$ cat src/hdl/rgb_breathing_fade_sequencer_top_macros.svh
// Assertion macros for the RGB breathing fade sequencer.
`ifndef RGB_BREATHING_FADE_SEQUENCER_TOP_MACROS_SVH
`define RGB_BREATHING_FADE_SEQUENCER_TOP_MACROS_SVH

// Check a property on every clock edge outside reset.
`define RBFS_ASSERT(label, prop, msg) \
    label: assert property (@(posedge clk) disable iff (!rst_n) prop) else $error(msg);

// Check that a condition never holds outside reset.
`define RBFS_NEVER(label, cond, msg) \
    `RBFS_ASSERT(label, !(cond), msg)

`endif

$ cat src/hdl/rbfs_pkg.sv
// Types and constants shared by the RGB breathing fade sequencer.
`default_nettype none

package rbfs_pkg;

    localparam int FIELD_W = 16;
    localparam int CNT_W   = 8;
    localparam int PHASE_W = 3;
    localparam int CHAN_W  = 2;
    localparam int WORK_W  = FIELD_W + CNT_W;
    localparam int IDX_W   = 1;
    localparam int ITER_W  = $clog2(WORK_W);

    typedef logic [FIELD_W-1:0] field_t;
    typedef logic [CNT_W-1:0]   cnt_t;
    typedef logic [PHASE_W-1:0] phase_t;
    typedef logic [CHAN_W-1:0]  chan_t;
    typedef logic [WORK_W-1:0]  work_t;
    typedef logic [IDX_W-1:0]   reg_idx_t;
    typedef logic [ITER_W-1:0]  iter_t;

    localparam reg_idx_t REG_STEP_COUNT        = 1'd0;
    localparam reg_idx_t REG_SECOND_FULL_SCALE = 1'd1;

    localparam cnt_t   STEP_COUNT_RESET = 8'd50;
    localparam field_t FULL_SCALE_RESET = 16'd1000;
    localparam cnt_t   CNT_MAX          = 8'd255;

    localparam phase_t PHASE_FIRST = 3'd0;
    localparam phase_t PHASE_LAST  = 3'd5;

    localparam chan_t CHAN_FIRST  = 2'd0;
    localparam chan_t CHAN_SECOND = 2'd1;
    localparam chan_t CHAN_THIRD  = 2'd2;

    localparam iter_t MUL_LAST = iter_t'(CNT_W - 1);
    localparam iter_t DIV_LAST = iter_t'(WORK_W - 1);

endpackage

`default_nettype wire

$ cat src/hdl/rgb_breathing_fade_sequencer_top.sv
// An accepted tick runs a shift-add multiply, then a restoring divide, then a result load;
// the result load waits on any output stall.
// No new tick is taken until the result beat of the last one is loaded, and the multiply
// and divide share the single 25-bit adder.
// Reset: asynchronous, active low; phase 0, step counter 50, step_count 50,
// second_full_scale 1000, no result pending.
`default_nettype none

module rgb_breathing_fade_sequencer_top
    import rbfs_pkg::*;
#(
    parameter int TIMER_BITS = 16
) (
    input  wire logic                 clk,
    input  wire logic                 rst_n,
    input  wire logic                 cfg_we,
    input  wire logic [IDX_W-1:0]     cfg_index,
    input  wire logic [FIELD_W-1:0]   cfg_data,
    input  wire logic                 in_valid,
    output logic                      in_ready,
    input  wire logic [FIELD_W-1:0]   period_value,
    output logic                      out_valid,
    input  wire logic                 out_ready,
    output logic [FIELD_W-1:0]        first_compare,
    output logic [FIELD_W-1:0]        second_compare,
    output logic [FIELD_W-1:0]        third_compare,
    output logic [PHASE_W-1:0]        fade_phase
);

`include "rgb_breathing_fade_sequencer_top_macros.svh"

    localparam logic [63:0] RAMP_LIMIT = (64'd1 << TIMER_BITS) - 64'd1;

    localparam logic [1:0] S_IDLE = 2'd0;
    localparam logic [1:0] S_MUL  = 2'd1;
    localparam logic [1:0] S_DIV  = 2'd2;
    localparam logic [1:0] S_DONE = 2'd3;

    logic [1:0] state_reg, state_next;
    cnt_t       step_count_reg;
    field_t     full_scale_reg;
    phase_t     phase_reg, phase_next;
    cnt_t       counter_reg, counter_next;
    chan_t      chan_reg;
    field_t     period_reg;
    iter_t      iter_reg, iter_next;
    work_t      work_reg, work_next;
    cnt_t       mcand_reg, mcand_next;
    cnt_t       rem_reg, rem_next;
    logic       out_valid_reg;
    field_t     first_reg, second_reg, third_reg;
    phase_t     out_phase_reg;

    logic       accept;
    logic       load_out;
    phase_t     ph_norm;
    logic       down;
    chan_t      chan_cur;
    field_t     mul_full;
    logic [CNT_W:0] rem_shift;
    work_t      alu_a, alu_b;
    logic       alu_cin;
    logic [WORK_W:0] alu_sum;
    logic       div_ok;
    field_t     ramp;

    assign in_ready = (state_reg == S_IDLE);
    assign accept   = in_valid && in_ready;
    assign load_out = (state_reg == S_DONE) && (!out_valid_reg || out_ready);

    assign ph_norm  = (phase_reg > PHASE_LAST) ? PHASE_FIRST : phase_reg;
    assign down     = !ph_norm[0];
    assign chan_cur = ph_norm[PHASE_W-1:1];

    always_comb
    begin
        if (down)
        begin
            counter_next = (counter_reg == '0) ? '0 : counter_reg - 1'b1;
            phase_next   = (counter_next == '0) ? ph_norm + 1'b1 : ph_norm;
        end
        else
        begin
            counter_next = (counter_reg == CNT_MAX) ? CNT_MAX : counter_reg + 1'b1;
            if (counter_next >= step_count_reg)
            begin
                phase_next = (ph_norm == PHASE_LAST) ? PHASE_FIRST : ph_norm + 1'b1;
            end
            else
            begin
                phase_next = ph_norm;
            end
        end
    end

    // Shared adder: shift-add multiply, then restoring divide.
    assign mul_full  = (chan_reg == CHAN_FIRST) ? period_reg : full_scale_reg;
    assign rem_shift = {rem_reg, work_reg[WORK_W-1]};
    assign alu_sum   = {1'b0, alu_a} + {1'b0, alu_b} + (WORK_W+1)'(alu_cin);
    assign div_ok    = alu_sum[WORK_W];

    always_comb
    begin
        if (state_reg == S_DIV)
        begin
            alu_a   = work_t'(rem_shift);
            alu_b   = ~work_t'(step_count_reg);
            alu_cin = 1'b1;
        end
        else
        begin
            alu_a   = {work_reg[WORK_W-2:0], 1'b0};
            alu_b   = mcand_reg[CNT_W-1] ? work_t'(mul_full) : '0;
            alu_cin = 1'b0;
        end
    end

    always_comb
    begin
        state_next = state_reg;
        iter_next  = iter_reg;
        work_next  = work_reg;
        mcand_next = mcand_reg;
        rem_next   = rem_reg;
        case (state_reg)
            S_IDLE:
            begin
                if (accept)
                begin
                    state_next = S_MUL;
                    iter_next  = '0;
                    work_next  = '0;
                    mcand_next = counter_next;
                end
            end
            S_MUL:
            begin
                work_next  = alu_sum[WORK_W-1:0];
                mcand_next = {mcand_reg[CNT_W-2:0], 1'b0};
                iter_next  = iter_reg + 1'b1;
                if (iter_reg == MUL_LAST)
                begin
                    state_next = S_DIV;
                    iter_next  = '0;
                    rem_next   = '0;
                end
            end
            S_DIV:
            begin
                rem_next  = div_ok ? alu_sum[CNT_W-1:0] : rem_shift[CNT_W-1:0];
                work_next = {work_reg[WORK_W-2:0], div_ok};
                iter_next = iter_reg + 1'b1;
                if (iter_reg == DIV_LAST)
                begin
                    state_next = S_DONE;
                end
            end
            S_DONE:
            begin
                if (load_out)
                begin
                    state_next = S_IDLE;
                end
            end
            default:
            begin
                state_next = S_IDLE;
            end
        endcase
    end

    always_comb
    begin
        if ((step_count_reg == '0) || ({40'd0, work_reg} > RAMP_LIMIT))
        begin
            ramp = RAMP_LIMIT[FIELD_W-1:0];
        end
        else
        begin
            ramp = work_reg[FIELD_W-1:0];
        end
    end

    always_ff @(posedge clk or negedge rst_n)
    begin
        if (!rst_n)
        begin
            state_reg      <= S_IDLE;
            step_count_reg <= STEP_COUNT_RESET;
            full_scale_reg <= FULL_SCALE_RESET;
            phase_reg      <= PHASE_FIRST;
            counter_reg    <= STEP_COUNT_RESET;
            out_valid_reg  <= 1'b0;
        end
        else
        begin
            state_reg <= state_next;
            if (cfg_we)
            begin
                case (cfg_index)
                    REG_STEP_COUNT:        step_count_reg <= cfg_data[CNT_W-1:0];
                    REG_SECOND_FULL_SCALE: full_scale_reg <= cfg_data;
                    default:               ;
                endcase
            end
            if (accept)
            begin
                phase_reg   <= phase_next;
                counter_reg <= counter_next;
            end
            if (load_out)
            begin
                out_valid_reg <= 1'b1;
            end
            else if (out_ready)
            begin
                out_valid_reg <= 1'b0;
            end
        end
    end

    always_ff @(posedge clk)
    begin
        iter_reg  <= iter_next;
        work_reg  <= work_next;
        mcand_reg <= mcand_next;
        rem_reg   <= rem_next;
        if (accept)
        begin
            chan_reg   <= chan_cur;
            period_reg <= period_value;
        end
        if (load_out)
        begin
            first_reg     <= (chan_reg == CHAN_FIRST)  ? ramp : period_reg;
            second_reg    <= (chan_reg == CHAN_SECOND) ? ramp : full_scale_reg;
            third_reg     <= (chan_reg == CHAN_THIRD)  ? ramp : full_scale_reg;
            out_phase_reg <= phase_reg;
        end
    end

    assign out_valid      = out_valid_reg;
    assign first_compare  = first_reg;
    assign second_compare = second_reg;
    assign third_compare  = third_reg;
    assign fade_phase     = out_phase_reg;

    `RBFS_NEVER(a_phase_range, phase_reg > PHASE_LAST, "phase left its range")
    `RBFS_ASSERT(a_accept_starts_mul, accept |=> state_reg == S_MUL, "multiply not started")
    `RBFS_ASSERT(a_beat_from_done, $rose(out_valid_reg) |-> $past(load_out), "beat not loaded")
    `RBFS_NEVER(a_mul_iter_range, (state_reg == S_MUL) && (iter_reg > MUL_LAST), "mul overrun")
    `RBFS_NEVER(a_div_iter_range, (state_reg == S_DIV) && (iter_reg > DIV_LAST), "div overrun")

endmodule

`default_nettype wire

$ cat config.mk
export PLATFORM = sky130hd
export DESIGN_NAME = rgb_breathing_fade_sequencer_top
export DESIGN_NICKNAME = d
export VERILOG_FILES = /design/src/hdl/rbfs_pkg.sv /design/src/hdl/rgb_breathing_fade_sequencer_top.sv
export VERILOG_INCLUDE_DIRS = /design/src /design/src/hdl
export SDC_FILE = /design/constraint.sdc
export NUM_CORES = 1
export LEC_CHECK = 0
export ABC_AREA = 1
export BUFFER_PORTS_ARGS = -buffer_cell sky130_fd_sc_hd__buf_2
export CAP_MARGIN = 20
export CORE_AREA = 2 2 136 138
export CTS_CLUSTER_DIAMETER = 60
export CTS_CLUSTER_SIZE = 24
export DETAILED_ROUTE_END_ITERATION = 8
export DIE_AREA = 0 0 138 140
export HOLD_SLACK_MARGIN = 0.02
export PLACE_DENSITY = 0.78
export SYNTH_ARGS = -nofsm -noshare
export SYNTH_HDL_FRONTEND = slang
export SYNTH_SLANG_ARGS = --single-unit
$ cat constraint.sdc
create_clock -name clk -period 3.2 [get_ports clk]
set_input_delay 0.96 -clock clk [delete_from_list [all_inputs] [get_ports clk]]
set_output_delay 0.96 -clock clk [all_outputs]
set_load 0.01 [all_outputs]
==> impl_metrics.prom, run 1 <==
# TYPE chip_impl_metric gauge
chip_impl_metric{name="totalWireLength",unit="mm"} 23.2
chip_impl_metric{name="timing.critical_path.buf_inv",unit=""} 1
chip_impl_metric{name="globalplace.congestion",unit=""} 0.909
chip_impl_info{name="synth.top_cells.by_count",value="248 x sky130_fd_sc_hd__nand2_1, 126 x sky130_fd_sc_hd__o21ai_0, 114 x sky130_fd_sc_hd__edfxtp_1, 109 x sky130_fd_sc_hd__nor2_1, 106 x sky130_fd_sc_hd__inv_1"} 1
chip_impl_metric{name="synth.ff_latch_count",unit=""} 152
chip_impl_metric{name="grt_remaining_overflow",unit=""} 0
chip_impl_metric{name="mappedNetlistNets",unit=""} 1123
chip_impl_metric{name="fp.dieW",unit="um"} 138
chip_impl_metric{name="worstSkewPairLatency",unit="ns"} 0.42
chip_impl_metric{name="timing_hold_violations_final",unit=""} 0
chip_impl_metric{name="drtPass1Iterations",unit=""} 6
chip_impl_info{name="yosys-top-cells-area",value="sky130_fd_sc_hd__edfxtp_1 39%, sky130_fd_sc_hd__nand2_1 11%, sky130_fd_sc_hd__dfrtp_1 7.4%, sky130_fd_sc_hd__o21ai_0 7.2%, sky130_fd_sc_hd__ha_1 4.7%"} 1
chip_impl_metric{name="cts-htree-levels",unit=""} 4
chip_impl_metric{name="fmax",unit="MHz"} 327
chip_impl_metric{name="post_route_drc",unit=""} 0
chip_impl_metric{name="fp.dieH",unit="um"} 140
chip_impl_metric{name="cts_buffers",unit=""} 17
chip_impl_metric{name="final.period_utilization",unit="%"} 95.4
chip_impl_info{name="endpoint_kind_of_the_worst_setup_timing_path",value="flop"} 1
chip_impl_info{name="run_status",value="complete, no violations"} 1
chip_impl_info{name="startpoint_type",value="flop"} 1
chip_impl_metric{name="grt_start_max_net_pins",unit=""} 52
chip_impl_metric{name="fp.coreArea",unit="um^2"} 17800
chip_impl_info{name="synth_top_area_cell",value="sky130_fd_sc_hd__edfxtp_1"} 1
chip_impl_metric{name="initial_util",unit="%"} 49.3
chip_impl_metric{name="antenna_cells",unit=""} 0
chip_impl_metric{name="detail_route.vias_per_cell",unit=""} 5.55
chip_impl_metric{name="layout.filler_cells",unit=""} 1567
chip_impl_metric{name="floorplan.rows",unit=""} 49
chip_impl_metric{name="max-vdd-ir-drop",unit="uV"} 542
chip_impl_metric{name="synth.avg_cell_area",unit="um^2"} 8.35
chip_impl_metric{name="areaGrowthSynthToFinish",unit="%"} 16.5
chip_impl_metric{name="cap_violations",unit=""} 0
chip_impl_metric{name="io_buffer_count",unit=""} 90
chip_impl_metric{name="design_power_total",unit="mW"} 11.0
chip_impl_metric{name="clock_pin_transition_on_the_worst_setup_and_hold_timing_paths",unit="ns"} 0.06
chip_impl_metric{name="vias_in_the_first_global_route",unit=""} 7316
chip_impl_metric{name="layout.nets",unit=""} 1219
chip_impl_metric{name="cts_hold_buffers",unit=""} 0
chip_impl_metric{name="async_flop_share",unit="%"} 25.0
chip_impl_metric{name="min_period",unit="ns"} 3.05
chip_impl_metric{name="synth_edf_count",unit=""} 114
chip_impl_metric{name="post-synth-top-area-fraction",unit="%"} 39.1
chip_impl_metric{name="drive_above_1_share",unit="%"} 16.5
chip_impl_metric{name="grt.total_usage",unit="%"} 23.7
chip_impl_metric{name="cp_max_fo",unit=""} 9
chip_impl_info{name="critical_path.cell_chain",value="nor2_4 > inv_1 > o21ai_0 > o22ai_1 > fa_2 > fa_1 > nand3_1 > nand2_1 > nand2_1 > nand2_2 > nand3_2 > nand2_1 > nand2_4 > nor2_4 > nand2_4 > a21oi_1"} 1
chip_impl_metric{name="avgRoutedWirePerCell",unit="um"} 16.7
chip_impl_info{name="yosys.cell_count.top_type",value="sky130_fd_sc_hd__nand2_1"} 1
chip_impl_metric{name="initialDrtViolationCount",unit=""} 736
chip_impl_info{name="path_delay_family",value="simple AND/OR/NAND/NOR gates"} 1
chip_impl_metric{name="seq_area_frac_synth",unit="%"} 50.1
chip_impl_metric{name="crit_path_max_incr_delay",unit="ns"} 0.45
chip_impl_metric{name="detailedPlacementHpwl",unit="mm"} 16.6
chip_impl_metric{name="ant_nets",unit=""} 0
chip_impl_info{name="tritoncts",value="done"} 1
chip_impl_metric{name="worst_slew_pin_slew",unit="ns"} 0.995
chip_impl_metric{name="num_io_pins",unit=""} 91
chip_impl_info{name="prevailing_post_synth_register_cell",value="sky130_fd_sc_hd__edfxtp_1"} 1
chip_impl_metric{name="detailroute.via_count",unit=""} 7698
chip_impl_metric{name="yosysUniqueCellTypes",unit=""} 41
chip_impl_metric{name="antenna_found_initial",unit=""} 0
chip_impl_metric{name="clock_skews",unit="ns"} 0.00988
chip_impl_metric{name="fin_ws",unit="ns"} 0.146
chip_impl_metric{name="finalSetupViolations",unit=""} 0
chip_impl_info{name="crit_path_top_delay_cell",value="sky130_fd_sc_hd__edfxtp_1"} 1
chip_impl_metric{name="cts_sinks",unit=""} 152
chip_impl_metric{name="post_synth_inst_count",unit=""} 1050
chip_impl_metric{name="powerDensity",unit="nW/um^2"} 1080
chip_impl_metric{name="flip_flop_count_of_the_largest_register_after_layout",unit=""} 24
chip_impl_metric{name="synth-warning-count",unit=""} 0
chip_impl_metric{name="mappedNetlistArea",unit="um^2"} 8760
chip_impl_info{name="worst-setup-path-type",value="flop to flop"} 1
chip_impl_metric{name="timing.max_slew.rel_slack",unit="%"} 33.5
chip_impl_metric{name="worstPathRequired",unit="ns"} 3.33
chip_impl_metric{name="grt_first_pass_wirelength",unit="mm"} 36.5
chip_impl_metric{name="fp.dieArea",unit="um^2"} 19300
chip_impl_metric{name="arrival",unit="ns"} 3.18
chip_impl_info{name="worstHoldPathType",value="flop to flop"} 1
chip_impl_metric{name="report.final.slew_viol_count",unit=""} 0
chip_impl_info{name="clk_root_buffer_cell",value="sky130_fd_sc_hd__clkbuf_16"} 1
chip_impl_metric{name="clock_tree.buffer_depth",unit=""} 2
chip_impl_metric{name="total_leakage_power",unit="nW"} 4.45
chip_impl_metric{name="pre_cts_slack",unit="ns"} 0.0555
chip_impl_info{name="worst_path_most_repeated_cell",value="sky130_fd_sc_hd__nand2_1"} 1
==> layout by cell type (no fill, tap or decap), types with 4 or more instances in the layout <==
cell                        Yosys  routed
sky130_fd_sc_hd__nor2_1       109     106
sky130_fd_sc_hd__a31oi_1       16      16
sky130_fd_sc_hd__buf_4          0      19
sky130_fd_sc_hd__nand4_1       11      11
sky130_fd_sc_hd__o22ai_1       10       9
sky130_fd_sc_hd__nor3_1        11      11
sky130_fd_sc_hd__nor4_1         4       4
sky130_fd_sc_hd__nand3_2        4       4
sky130_fd_sc_hd__dfstp_2       12      12
sky130_fd_sc_hd__ha_1          33      32
sky130_fd_sc_hd__nand2_1      248     248
sky130_fd_sc_hd__nand3_1       50      50
sky130_fd_sc_hd__o21ai_0      126     126
sky130_fd_sc_hd__nor2_2         6       8
sky130_fd_sc_hd__buf_2          4      91
sky130_fd_sc_hd__inv_1        106     105
sky130_fd_sc_hd__clkbuf_16      0      17
sky130_fd_sc_hd__o21ai_1        7       7
sky130_fd_sc_hd__a21oi_1       74      71
sky130_fd_sc_hd__xor2_1         8       8
sky130_fd_sc_hd__edfxtp_1     114     114
sky130_fd_sc_hd__clkbuf_1      31       4
sky130_fd_sc_hd__dfrtp_1       26      26
sky130_fd_sc_hd__nand2_4        4       4
==> layout make-up <==
type / instances / area (um^2) / share of cell area, %
flip-flops and latches: 152 / 4390 / 43.0
well taps: 229 / 287 / 2.81
clock buffers: 22 / 454 / 4.45
repair buffers: 115 / 674 / 6.60
inverters: 110 / 413 / 4.04
multi-input cells: 750 / 3850 / 37.7
clock inverters: 10 / 144 / 1.41
==> path summary, 6_finish.rpt <==
kind / from / to / slack, ns / depth (start not counted)
worst max-delay path: chan_reg[1] / work_reg[0] / 0.15 / 16
worst min-delay path: phase_reg[0] / fade_phase[0] / 0.45 / 0
worst max register to register: chan_reg[1] / work_reg[0] / 0.15 / 16
worst min register to register: phase_reg[0] / fade_phase[0] / 0.45 / 0
max in group asynchronous: rst_n / out_valid / 1.96 / 1
min in group asynchronous: rst_n / counter_reg[6] / 0.66 / 1
==> power by group <==
group | internal [mW] | leakage (nW) | switching (mW)
clock | 1.25 | 0.293 | 0.793
sequential | 3.11 | 1.55 | 0.394
combinational | 1.75 | 2.61 | 3.74
total | 6.12 | 4.45 | 4.93
==> metal layers <==
metal	part of all wire, %	vias to the layer above	global-route usage [%]
met5	0	-	0
met4	3.7	0	11.5
met2	48	351	39.1
li1	-	3764	-
met1	41	3522	30.2
met3	6.9	61	4.58
==> cell families (layout without fill, tap and decap cells) <==
| logic type | Yosys count | after routing | share of synthesized area [%] |
|---|---|---|---|
| adders and majority gates | 35 | 35 | 5.17 |
| buffers and inverters | 148 | 257 | 6.57 |
| AOI/OAI and AO/OA | 241 | 241 | 14.4 |
| xor gates and xnor gates | 11 | 11 | 1.10 |
| and+or+nand+nor | 463 | 463 | 22.7 |
| DFF | 152 | 152 | 50.1 |
==> what timing repair did <==
action / CTS / global route
gates resized for setup: 0 / 10
setup buffers: 0 / 2
endpoints found under the hold margin: 0 / 0
endpoints found under the setup margin: 0 / 22
==> through the flow <==
stage | area [um^2] | setup TNS (ns) | cells | hold WS (ns) | utilization [%]
6_report | 10200 | 0 | 1388 | 0.455 | 57.4
5_1_grt | 10200 | -0.00293 | 1388 | 0.459 | 57.4
4_1_cts | 10100 | 0 | 1382 | 0.452 | 56.8
3_5_place_dp | 9510 | 0 | 1350 | 0.437 | 53.5
3_3_place_gp | 9510 | 0 | 1350 | 0.432 | 53.5
2_1_floorplan | 8770 | 0 | 1050 | 0.425 | -
Power figures use the tool's default switching activity.
==> inputs of run 2 (changes only) <==
- CELL_PAD_IN_SITES_DETAIL_PLACEMENT: default -> 1
- CELL_PAD_IN_SITES_GLOBAL_PLACEMENT: default -> 1
- CORE_AREA: 2 2 136 138 -> 2 2 150 152
- DIE_AREA: 0 0 138 140 -> 0 0 152 154
- PLACE_DENSITY: 0.78 -> 0.83
==> run 2 against run 1 <==
Maximum frequency down 0.74%. Non-clock buffer count up 7. First-iteration DRC count down 43%. Via count grew 3.0%. Total power grew 2.5%. Sequential share of layout area down 0.41 points. Worst setup slack got worse by 0.023 ns. Critical path depth stayed put. Clock-buffer cell count down 5. Wire length grew 19%. Clock skew increased by 0.0051 ns. Combinational power rose by 5.5%.
==> impl_metrics.prom, run 2 (synthesis results as in run 1) <==
# TYPE chip_impl_metric gauge
chip_impl_info{name="run_status",value="complete, no violations"} 1
chip_impl_metric{name="flip_flop_count_of_the_largest_register_after_layout",unit=""} 24
chip_impl_info{name="final_cell_mix",value="246 x sky130_fd_sc_hd__nand2_1, 125 x sky130_fd_sc_hd__o21ai_0, 114 x sky130_fd_sc_hd__edfxtp_1, 106 x sky130_fd_sc_hd__nor2_1, 105 x sky130_fd_sc_hd__inv_1"} 1
chip_impl_metric{name="crit_path_max_incr_delay",unit="ns"} 0.46
chip_impl_metric{name="cap_violations",unit=""} 0
chip_impl_metric{name="num_io_pins",unit=""} 91
chip_impl_metric{name="globalplace.congestion",unit=""} 0.894
chip_impl_metric{name="grt.total_usage",unit="%"} 23.6
chip_impl_metric{name="cts_buffers",unit=""} 17
chip_impl_metric{name="drtPass1Iterations",unit=""} 5
chip_impl_metric{name="post_route_drc",unit=""} 0
chip_impl_metric{name="timing_hold_violations_final",unit=""} 0
chip_impl_metric{name="ant_nets",unit=""} 0
chip_impl_metric{name="report.final.slew_viol_count",unit=""} 0
chip_impl_metric{name="cells_after_dpl",unit=""} 1405
chip_impl_metric{name="layout.nets",unit=""} 1226
chip_impl_metric{name="vias_in_the_first_global_route",unit=""} 8273
chip_impl_metric{name="fmax",unit="MHz"} 325
chip_impl_info{name="worst-setup-path-type",value="flop to flop"} 1
chip_impl_metric{name="finalSetupViolations",unit=""} 0
chip_impl_metric{name="antenna_cells",unit=""} 0
chip_impl_info{name="rsz0062_at_grt",value="yes"} 1
chip_impl_metric{name="antenna_found_initial",unit=""} 0
chip_impl_metric{name="max-vdd-ir-drop",unit="uV"} 473
chip_impl_metric{name="clock_pin_transition_on_the_worst_setup_and_hold_timing_paths",unit="ns"} 0.07
chip_impl_metric{name="grt_first_pass_wirelength",unit="mm"} 43.6
chip_impl_metric{name="fp.coreArea",unit="um^2"} 21700
chip_impl_metric{name="drive_above_1_share",unit="%"} 17.6
chip_impl_metric{name="powerDensity",unit="nW/um^2"} 1100
chip_impl_info{name="mostFrequentLayoutCell",value="sky130_fd_sc_hd__nand2_1"} 1
chip_impl_metric{name="min_period",unit="ns"} 3.08
chip_impl_metric{name="clock_tree.buffer_depth",unit=""} 2
chip_impl_metric{name="cp_max_fo",unit=""} 9
chip_impl_metric{name="timing.max_slew.rel_slack",unit="%"} 35.8
chip_impl_metric{name="clock_skews",unit="ns"} 0.0150
chip_impl_metric{name="arrival",unit="ns"} 3.26
chip_impl_info{name="critical_path.cell_chain",value="nor2_4 > inv_1 > o21ai_0 > o22ai_1 > fa_1 > fa_1 > nand3_1 > nand2_1 > nand2_1 > nand2_2 > nand3_2 > nand2_2 > nand2_4 > nor2_4 > nand2_4 > a22oi_1"} 1
chip_impl_metric{name="fp.dieW",unit="um"} 152
chip_impl_info{name="endpoint_kind_of_the_worst_setup_timing_path",value="flop"} 1
chip_impl_metric{name="initialDrtViolationCount",unit=""} 419
chip_impl_metric{name="avgRoutedWirePerCell",unit="um"} 19.1
chip_impl_info{name="tritoncts",value="done"} 1
chip_impl_info{name="path_delay_family",value="simple AND/OR/NAND/NOR gates"} 1
chip_impl_metric{name="detailroute.via_count",unit=""} 7930
chip_impl_metric{name="grt_start_max_net_pins",unit=""} 52
chip_impl_metric{name="cts_sinks",unit=""} 152
chip_impl_info{name="startpoint_type",value="flop"} 1
chip_impl_metric{name="grt_remaining_overflow",unit=""} 0
chip_impl_metric{name="final.period_utilization",unit="%"} 96.1
chip_impl_metric{name="detail_route.vias_per_cell",unit=""} 5.48
chip_impl_metric{name="worstSkewPairLatency",unit="ns"} 0.45
chip_impl_metric{name="layout.cells.non_filler",unit=""} 1446
chip_impl_metric{name="fp.dieH",unit="um"} 154
chip_impl_metric{name="timing.critical_path.buf_inv",unit=""} 1
chip_impl_info{name="crit_path_top_delay_cell",value="sky130_fd_sc_hd__edfxtp_1"} 1
chip_impl_metric{name="design_power_total",unit="mW"} 11.3
chip_impl_metric{name="worstPathRequired",unit="ns"} 3.38
chip_impl_metric{name="worst_slew_pin_slew",unit="ns"} 0.963
chip_impl_metric{name="cts-htree-levels",unit=""} 4
chip_impl_metric{name="initial_util",unit="%"} 40.4
chip_impl_metric{name="fp.dieArea",unit="um^2"} 23400
chip_impl_metric{name="floorplan.rows",unit=""} 54
chip_impl_info{name="worstHoldPathType",value="flop to flop"} 1
chip_impl_info{name="clk_root_buffer_cell",value="sky130_fd_sc_hd__clkbuf_16"} 1
chip_impl_metric{name="total_leakage_power",unit="nW"} 4.47
chip_impl_metric{name="areaGrowthSynthToFinish",unit="%"} 17.7
chip_impl_metric{name="io_buffer_count",unit=""} 90
chip_impl_metric{name="detailedPlacementHpwl",unit="mm"} 19.7
chip_impl_metric{name="totalWireLength",unit="mm"} 27.6
-- run 2: worst paths after layout --
| check | end | slack, ns | cells after the start | from |
|---|---|---|---|---|
| min in group asynchronous | counter_reg[6] | 0.65 | 1 | rst_n |
| worst min-delay path | fade_phase[0] | 0.46 | 0 | phase_reg[0] |
| worst max-delay path | rem_reg[7] | 0.12 | 16 | chan_reg[0] |
| max in group asynchronous | counter_reg[2] | 1.94 | 1 | rst_n |
| worst min register to register | fade_phase[0] | 0.46 | 0 | phase_reg[0] |
| worst max register to register | rem_reg[7] | 0.12 | 16 | chan_reg[0] |
-- run 2: per-stage QoR --
step                cell area [um^2]  TNS [ns]  setup slack (ns)  util, %  hold slack, ns
global route                   10300    -0.331           -0.0422     47.6           0.472
detailed placement              9630         0            0.0163     44.4           0.446
global placement                9630         0             0.149     44.4           0.433
CTS                            10200         0            0.0350     47.1           0.463
finish                         10300         0             0.124     47.6           0.459
floorplan                       8770         0            0.0699        -           0.425
-- run 2: cell type report --
cell class	count	area [um^2]
fillers	2603	11400
flip-flops and latches	152	4390
multi-input cells	750	3850
repair buffers	122	739
clock buffers	17	425
inverters	110	413
well taps	280	350
clock inverters	15	141
-- run 2: power by group --
part,switching [mW],total [mW],internal (mW)
Combinational,3.98,5.79,1.81
Clock,0.917,2.00,1.09
Sequential,0.414,3.53,3.11
-- run 2: layer usage --
layer,share of wire [%],track usage [%],vias up
li1,-,-,3773
met1,41,28.2,3801
met2,50,42.0,278
met3,4.9,3.30,78
met4,4.0,11.5,0
met5,0,0,-
-- run 2: what timing repair did --
action / CTS / global route
gates resized for setup: 1 / 9
buffers inserted: 0 / 7
pin swaps: 0 / 2
endpoints found under the setup margin: 9 / 22
hold buffers: 0 / 0
==> inputs of run 3 (changes only) <==
- CORE_AREA: 2 2 150 152 -> 2 2 178 128
- DIE_AREA: 0 0 152 154 -> 0 0 180 130
- PLACE_DENSITY: 0.83 -> 0.84
==> run 3 against run 2 <==
Largest power group unchanged. Global-route usage increased by 0.84 points. Wire length increased by 3.5%. Critical endpoint is now rem_reg[4]. Critical path type unchanged. Critical path depth unchanged. Via count increased by 0.61%. Clock skew about the same. Sequential share of layout area decreased by 0.13 points. Utilization decreased by 0.40 points. Die area about the same. Cell area increased by 0.27%. Sequential cell count unchanged. Register-to-register slack got worse by 0.095 ns.
==> impl_metrics.prom, run 3 (synthesis results as in run 1) <==
# TYPE chip_impl_metric gauge
chip_impl_metric{name="drive_above_1_share",unit="%"} 18.6
chip_impl_metric{name="finalSetupViolations",unit=""} 0
chip_impl_metric{name="timing_hold_violations_final",unit=""} 0
chip_impl_metric{name="io_buffer_count",unit=""} 90
chip_impl_metric{name="cells_after_dpl",unit=""} 1413
chip_impl_metric{name="vias_in_the_first_global_route",unit=""} 8085
chip_impl_info{name="mostFrequentLayoutCell",value="sky130_fd_sc_hd__nand2_1"} 1
chip_impl_metric{name="cp_max_fo",unit=""} 15
chip_impl_metric{name="fp.dieW",unit="um"} 180
chip_impl_metric{name="clock_skews",unit="ns"} 0.0148
chip_impl_metric{name="antenna_cells",unit=""} 0
chip_impl_metric{name="layout.nets",unit=""} 1226
chip_impl_metric{name="detailroute.via_count",unit=""} 7978
chip_impl_metric{name="areaGrowthSynthToFinish",unit="%"} 18.0
chip_impl_metric{name="fp.dieArea",unit="um^2"} 23400
chip_impl_info{name="final_cell_mix",value="247 x sky130_fd_sc_hd__nand2_1, 124 x sky130_fd_sc_hd__o21ai_0, 114 x sky130_fd_sc_hd__edfxtp_1, 105 x sky130_fd_sc_hd__inv_1, 104 x sky130_fd_sc_hd__nor2_1"} 1
chip_impl_metric{name="detailedPlacementHpwl",unit="mm"} 20.4
chip_impl_metric{name="fmax",unit="MHz"} 315
chip_impl_metric{name="worstPathRequired",unit="ns"} 3.39
chip_impl_metric{name="design_power_total",unit="mW"} 11.4
chip_impl_metric{name="report.final.slew_viol_count",unit=""} 0
chip_impl_metric{name="powerDensity",unit="nW/um^2"} 1110
chip_impl_info{name="tritoncts",value="done"} 1
chip_impl_info{name="clk_root_buffer_cell",value="sky130_fd_sc_hd__clkbuf_16"} 1
chip_impl_metric{name="post_route_drc",unit=""} 0
chip_impl_metric{name="grt_remaining_overflow",unit=""} 0
chip_impl_info{name="run_status",value="complete, no violations"} 1
chip_impl_metric{name="p_sw_share",unit="%"} 47.7
chip_impl_metric{name="cts_hold_buffers",unit=""} 0
chip_impl_metric{name="final.period_utilization",unit="%"} 99.1
chip_impl_metric{name="fp.coreArea",unit="um^2"} 21900
chip_impl_metric{name="antenna_found_initial",unit=""} 0
chip_impl_metric{name="power_report.internal_total",unit="mW"} 5.99
chip_impl_metric{name="grt_first_pass_wirelength",unit="mm"} 44.4
chip_impl_metric{name="cts_sinks",unit=""} 152
chip_impl_metric{name="floorplan.rows",unit=""} 46
chip_impl_metric{name="grt.total_usage",unit="%"} 24.5
chip_impl_metric{name="p_seq_share",unit="%"} 30.9
chip_impl_info{name="startpoint_type",value="flop"} 1
chip_impl_metric{name="ant_nets",unit=""} 0
chip_impl_metric{name="min_period",unit="ns"} 3.17
chip_impl_metric{name="num_io_pins",unit=""} 91
chip_impl_metric{name="comb_power_share",unit="%"} 52.1
chip_impl_metric{name="totalWireLength",unit="mm"} 28.6
chip_impl_info{name="worstHoldPathType",value="flop to flop"} 1
chip_impl_info{name="timing.rr.end",value="rem_reg[4]"} 1
chip_impl_metric{name="drtPass1Iterations",unit=""} 5
chip_impl_metric{name="globalplace.congestion",unit=""} 0.921
chip_impl_info{name="critPathLaunch",value="chan_reg[0]"} 1
chip_impl_metric{name="grt_start_max_net_pins",unit=""} 52
chip_impl_metric{name="clockPowerShare",unit="%"} 17.0
chip_impl_metric{name="max-vdd-ir-drop",unit="uV"} 764
chip_impl_info{name="rr_startpoint",value="chan_reg[0]"} 1
chip_impl_metric{name="arrival",unit="ns"} 3.36
chip_impl_info{name="worst-setup-path-type",value="flop to flop"} 1
chip_impl_metric{name="cap_violations",unit=""} 0
chip_impl_metric{name="power.switching",unit="mW"} 5.46
chip_impl_metric{name="worstSkewPairLatency",unit="ns"} 0.46
chip_impl_metric{name="timing.max_slew.rel_slack",unit="%"} 29.7
chip_impl_info{name="rsz0062_at_grt",value="yes"} 1
chip_impl_metric{name="initialDrtViolationCount",unit=""} 603
chip_impl_metric{name="fp.dieH",unit="um"} 130
chip_impl_metric{name="ff2ff_setup_slack",unit="ns"} 0.03
chip_impl_metric{name="detail_route.vias_per_cell",unit=""} 5.49
chip_impl_info{name="endpoint_kind_of_the_worst_setup_timing_path",value="flop"} 1
chip_impl_metric{name="flip_flop_count_of_the_largest_register_after_layout",unit=""} 24
chip_impl_metric{name="worstRegToRegCells",unit=""} 16
chip_impl_metric{name="clock_tree.buffer_depth",unit=""} 2
chip_impl_info{name="timing.critical_path.to",value="rem_reg[4]"} 1
chip_impl_metric{name="worst_slew_pin_slew",unit="ns"} 1.05
chip_impl_metric{name="total_leakage_power",unit="nW"} 4.46
chip_impl_metric{name="initial_util",unit="%"} 40.0
chip_impl_metric{name="avgRoutedWirePerCell",unit="um"} 19.6
chip_impl_metric{name="cts_buffers",unit=""} 17
chip_impl_metric{name="clock_pin_transition_on_the_worst_setup_and_hold_timing_paths",unit="ns"} 0.07
chip_impl_metric{name="cts-htree-levels",unit=""} 4
chip_impl_metric{name="layout.cells.non_filler",unit=""} 1454
-- run 3: worst max-delay path, stage by stage (launching register included) --
cell and delay (ns):
sky130_fd_sc_hd__edfxtp_1 0.47, sky130_fd_sc_hd__nor2_4 0.20, sky130_fd_sc_hd__inv_1 0.09, sky130_fd_sc_hd__buf_4 0.20, sky130_fd_sc_hd__o21ai_0 0.21, sky130_fd_sc_hd__o22ai_1 0.12
sky130_fd_sc_hd__ha_2 0.39, sky130_fd_sc_hd__nand2_1 0.11, sky130_fd_sc_hd__nor2_1 0.12, sky130_fd_sc_hd__nand2_1 0.07, sky130_fd_sc_hd__nand2_2 0.11, sky130_fd_sc_hd__nand3_2 0.08
sky130_fd_sc_hd__nand2_2 0.13, sky130_fd_sc_hd__nand2_4 0.09, sky130_fd_sc_hd__buf_4 0.15, sky130_fd_sc_hd__nor3_1 0.28, sky130_fd_sc_hd__a21oi_1 0.10
-- run 3: per-stage QoR --
step | util, % | hold WS (ns) | TNS (ns) | setup WS [ns] | area [um^2]
floorplan | - | 0.425 | 0 | 0.0699 | 8770
finish | 47.2 | 0.451 | 0 | 0.0284 | 10300
global route | 47.2 | 0.470 | -0.466 | -0.134 | 10300
global placement | 43.8 | 0.431 | -0.0408 | -0.0408 | 9610
detailed placement | 43.8 | 0.437 | -0.126 | -0.0783 | 9610
CTS | 46.4 | 0.451 | 0 | 0.00349 | 10200
-- run 3: timing repair --
item	4_1_cts	5_1_grt
pin swaps	0	6
buffers inserted	0	7
resized for setup	4	27
setup endpoints to repair	4	28
-- run 3: cell type report --
| class | instances | area [um^2] |
|---|---|---|
| clock inverter | 14 | 118 |
| multi-input combinational | 750 | 3900 |
| fill | 2653 | 11600 |
| sequential | 152 | 4390 |
| clock buffer | 18 | 429 |
| inverter | 110 | 413 |
| timing repair buffer | 122 | 728 |
| tap | 288 | 360 |
-- run 3: how the worst min path moves through the flow --
stage | from | to | slack [ns] | depth (start not counted)
floorplan | phase_reg[0] | fade_phase[0] | 0.42 | 0
global placement | phase_reg[0] | fade_phase[0] | 0.43 | 0
detailed placement | phase_reg[0] | fade_phase[0] | 0.44 | 0
CTS | phase_reg[0] | fade_phase[0] | 0.45 | 0
global route | phase_reg[0] | fade_phase[0] | 0.47 | 0
finish | phase_reg[0] | fade_phase[0] | 0.45 | 0
-- run 3: metal layers --
metal	GRT usage [%]	wire length [um]	part of all wire, %
met3	5.16	1570	5.5
met2	40.2	13400	47
met1	32.4	12800	45
met4	8.75	798	2.8
met5	0	0	0
-- run 3: power groups by stage --
stage          logic (mW)  registers [mW]  clock network [mW]
2_1_floorplan        3.71            3.52                   0
3_3_place_gp         5.36            3.52                   0
3_5_place_dp         5.60            3.55                   0
4_1_cts              5.69            3.53                1.95
5_1_grt              6.61            3.61                2.03
6_report             5.96            3.54                1.94
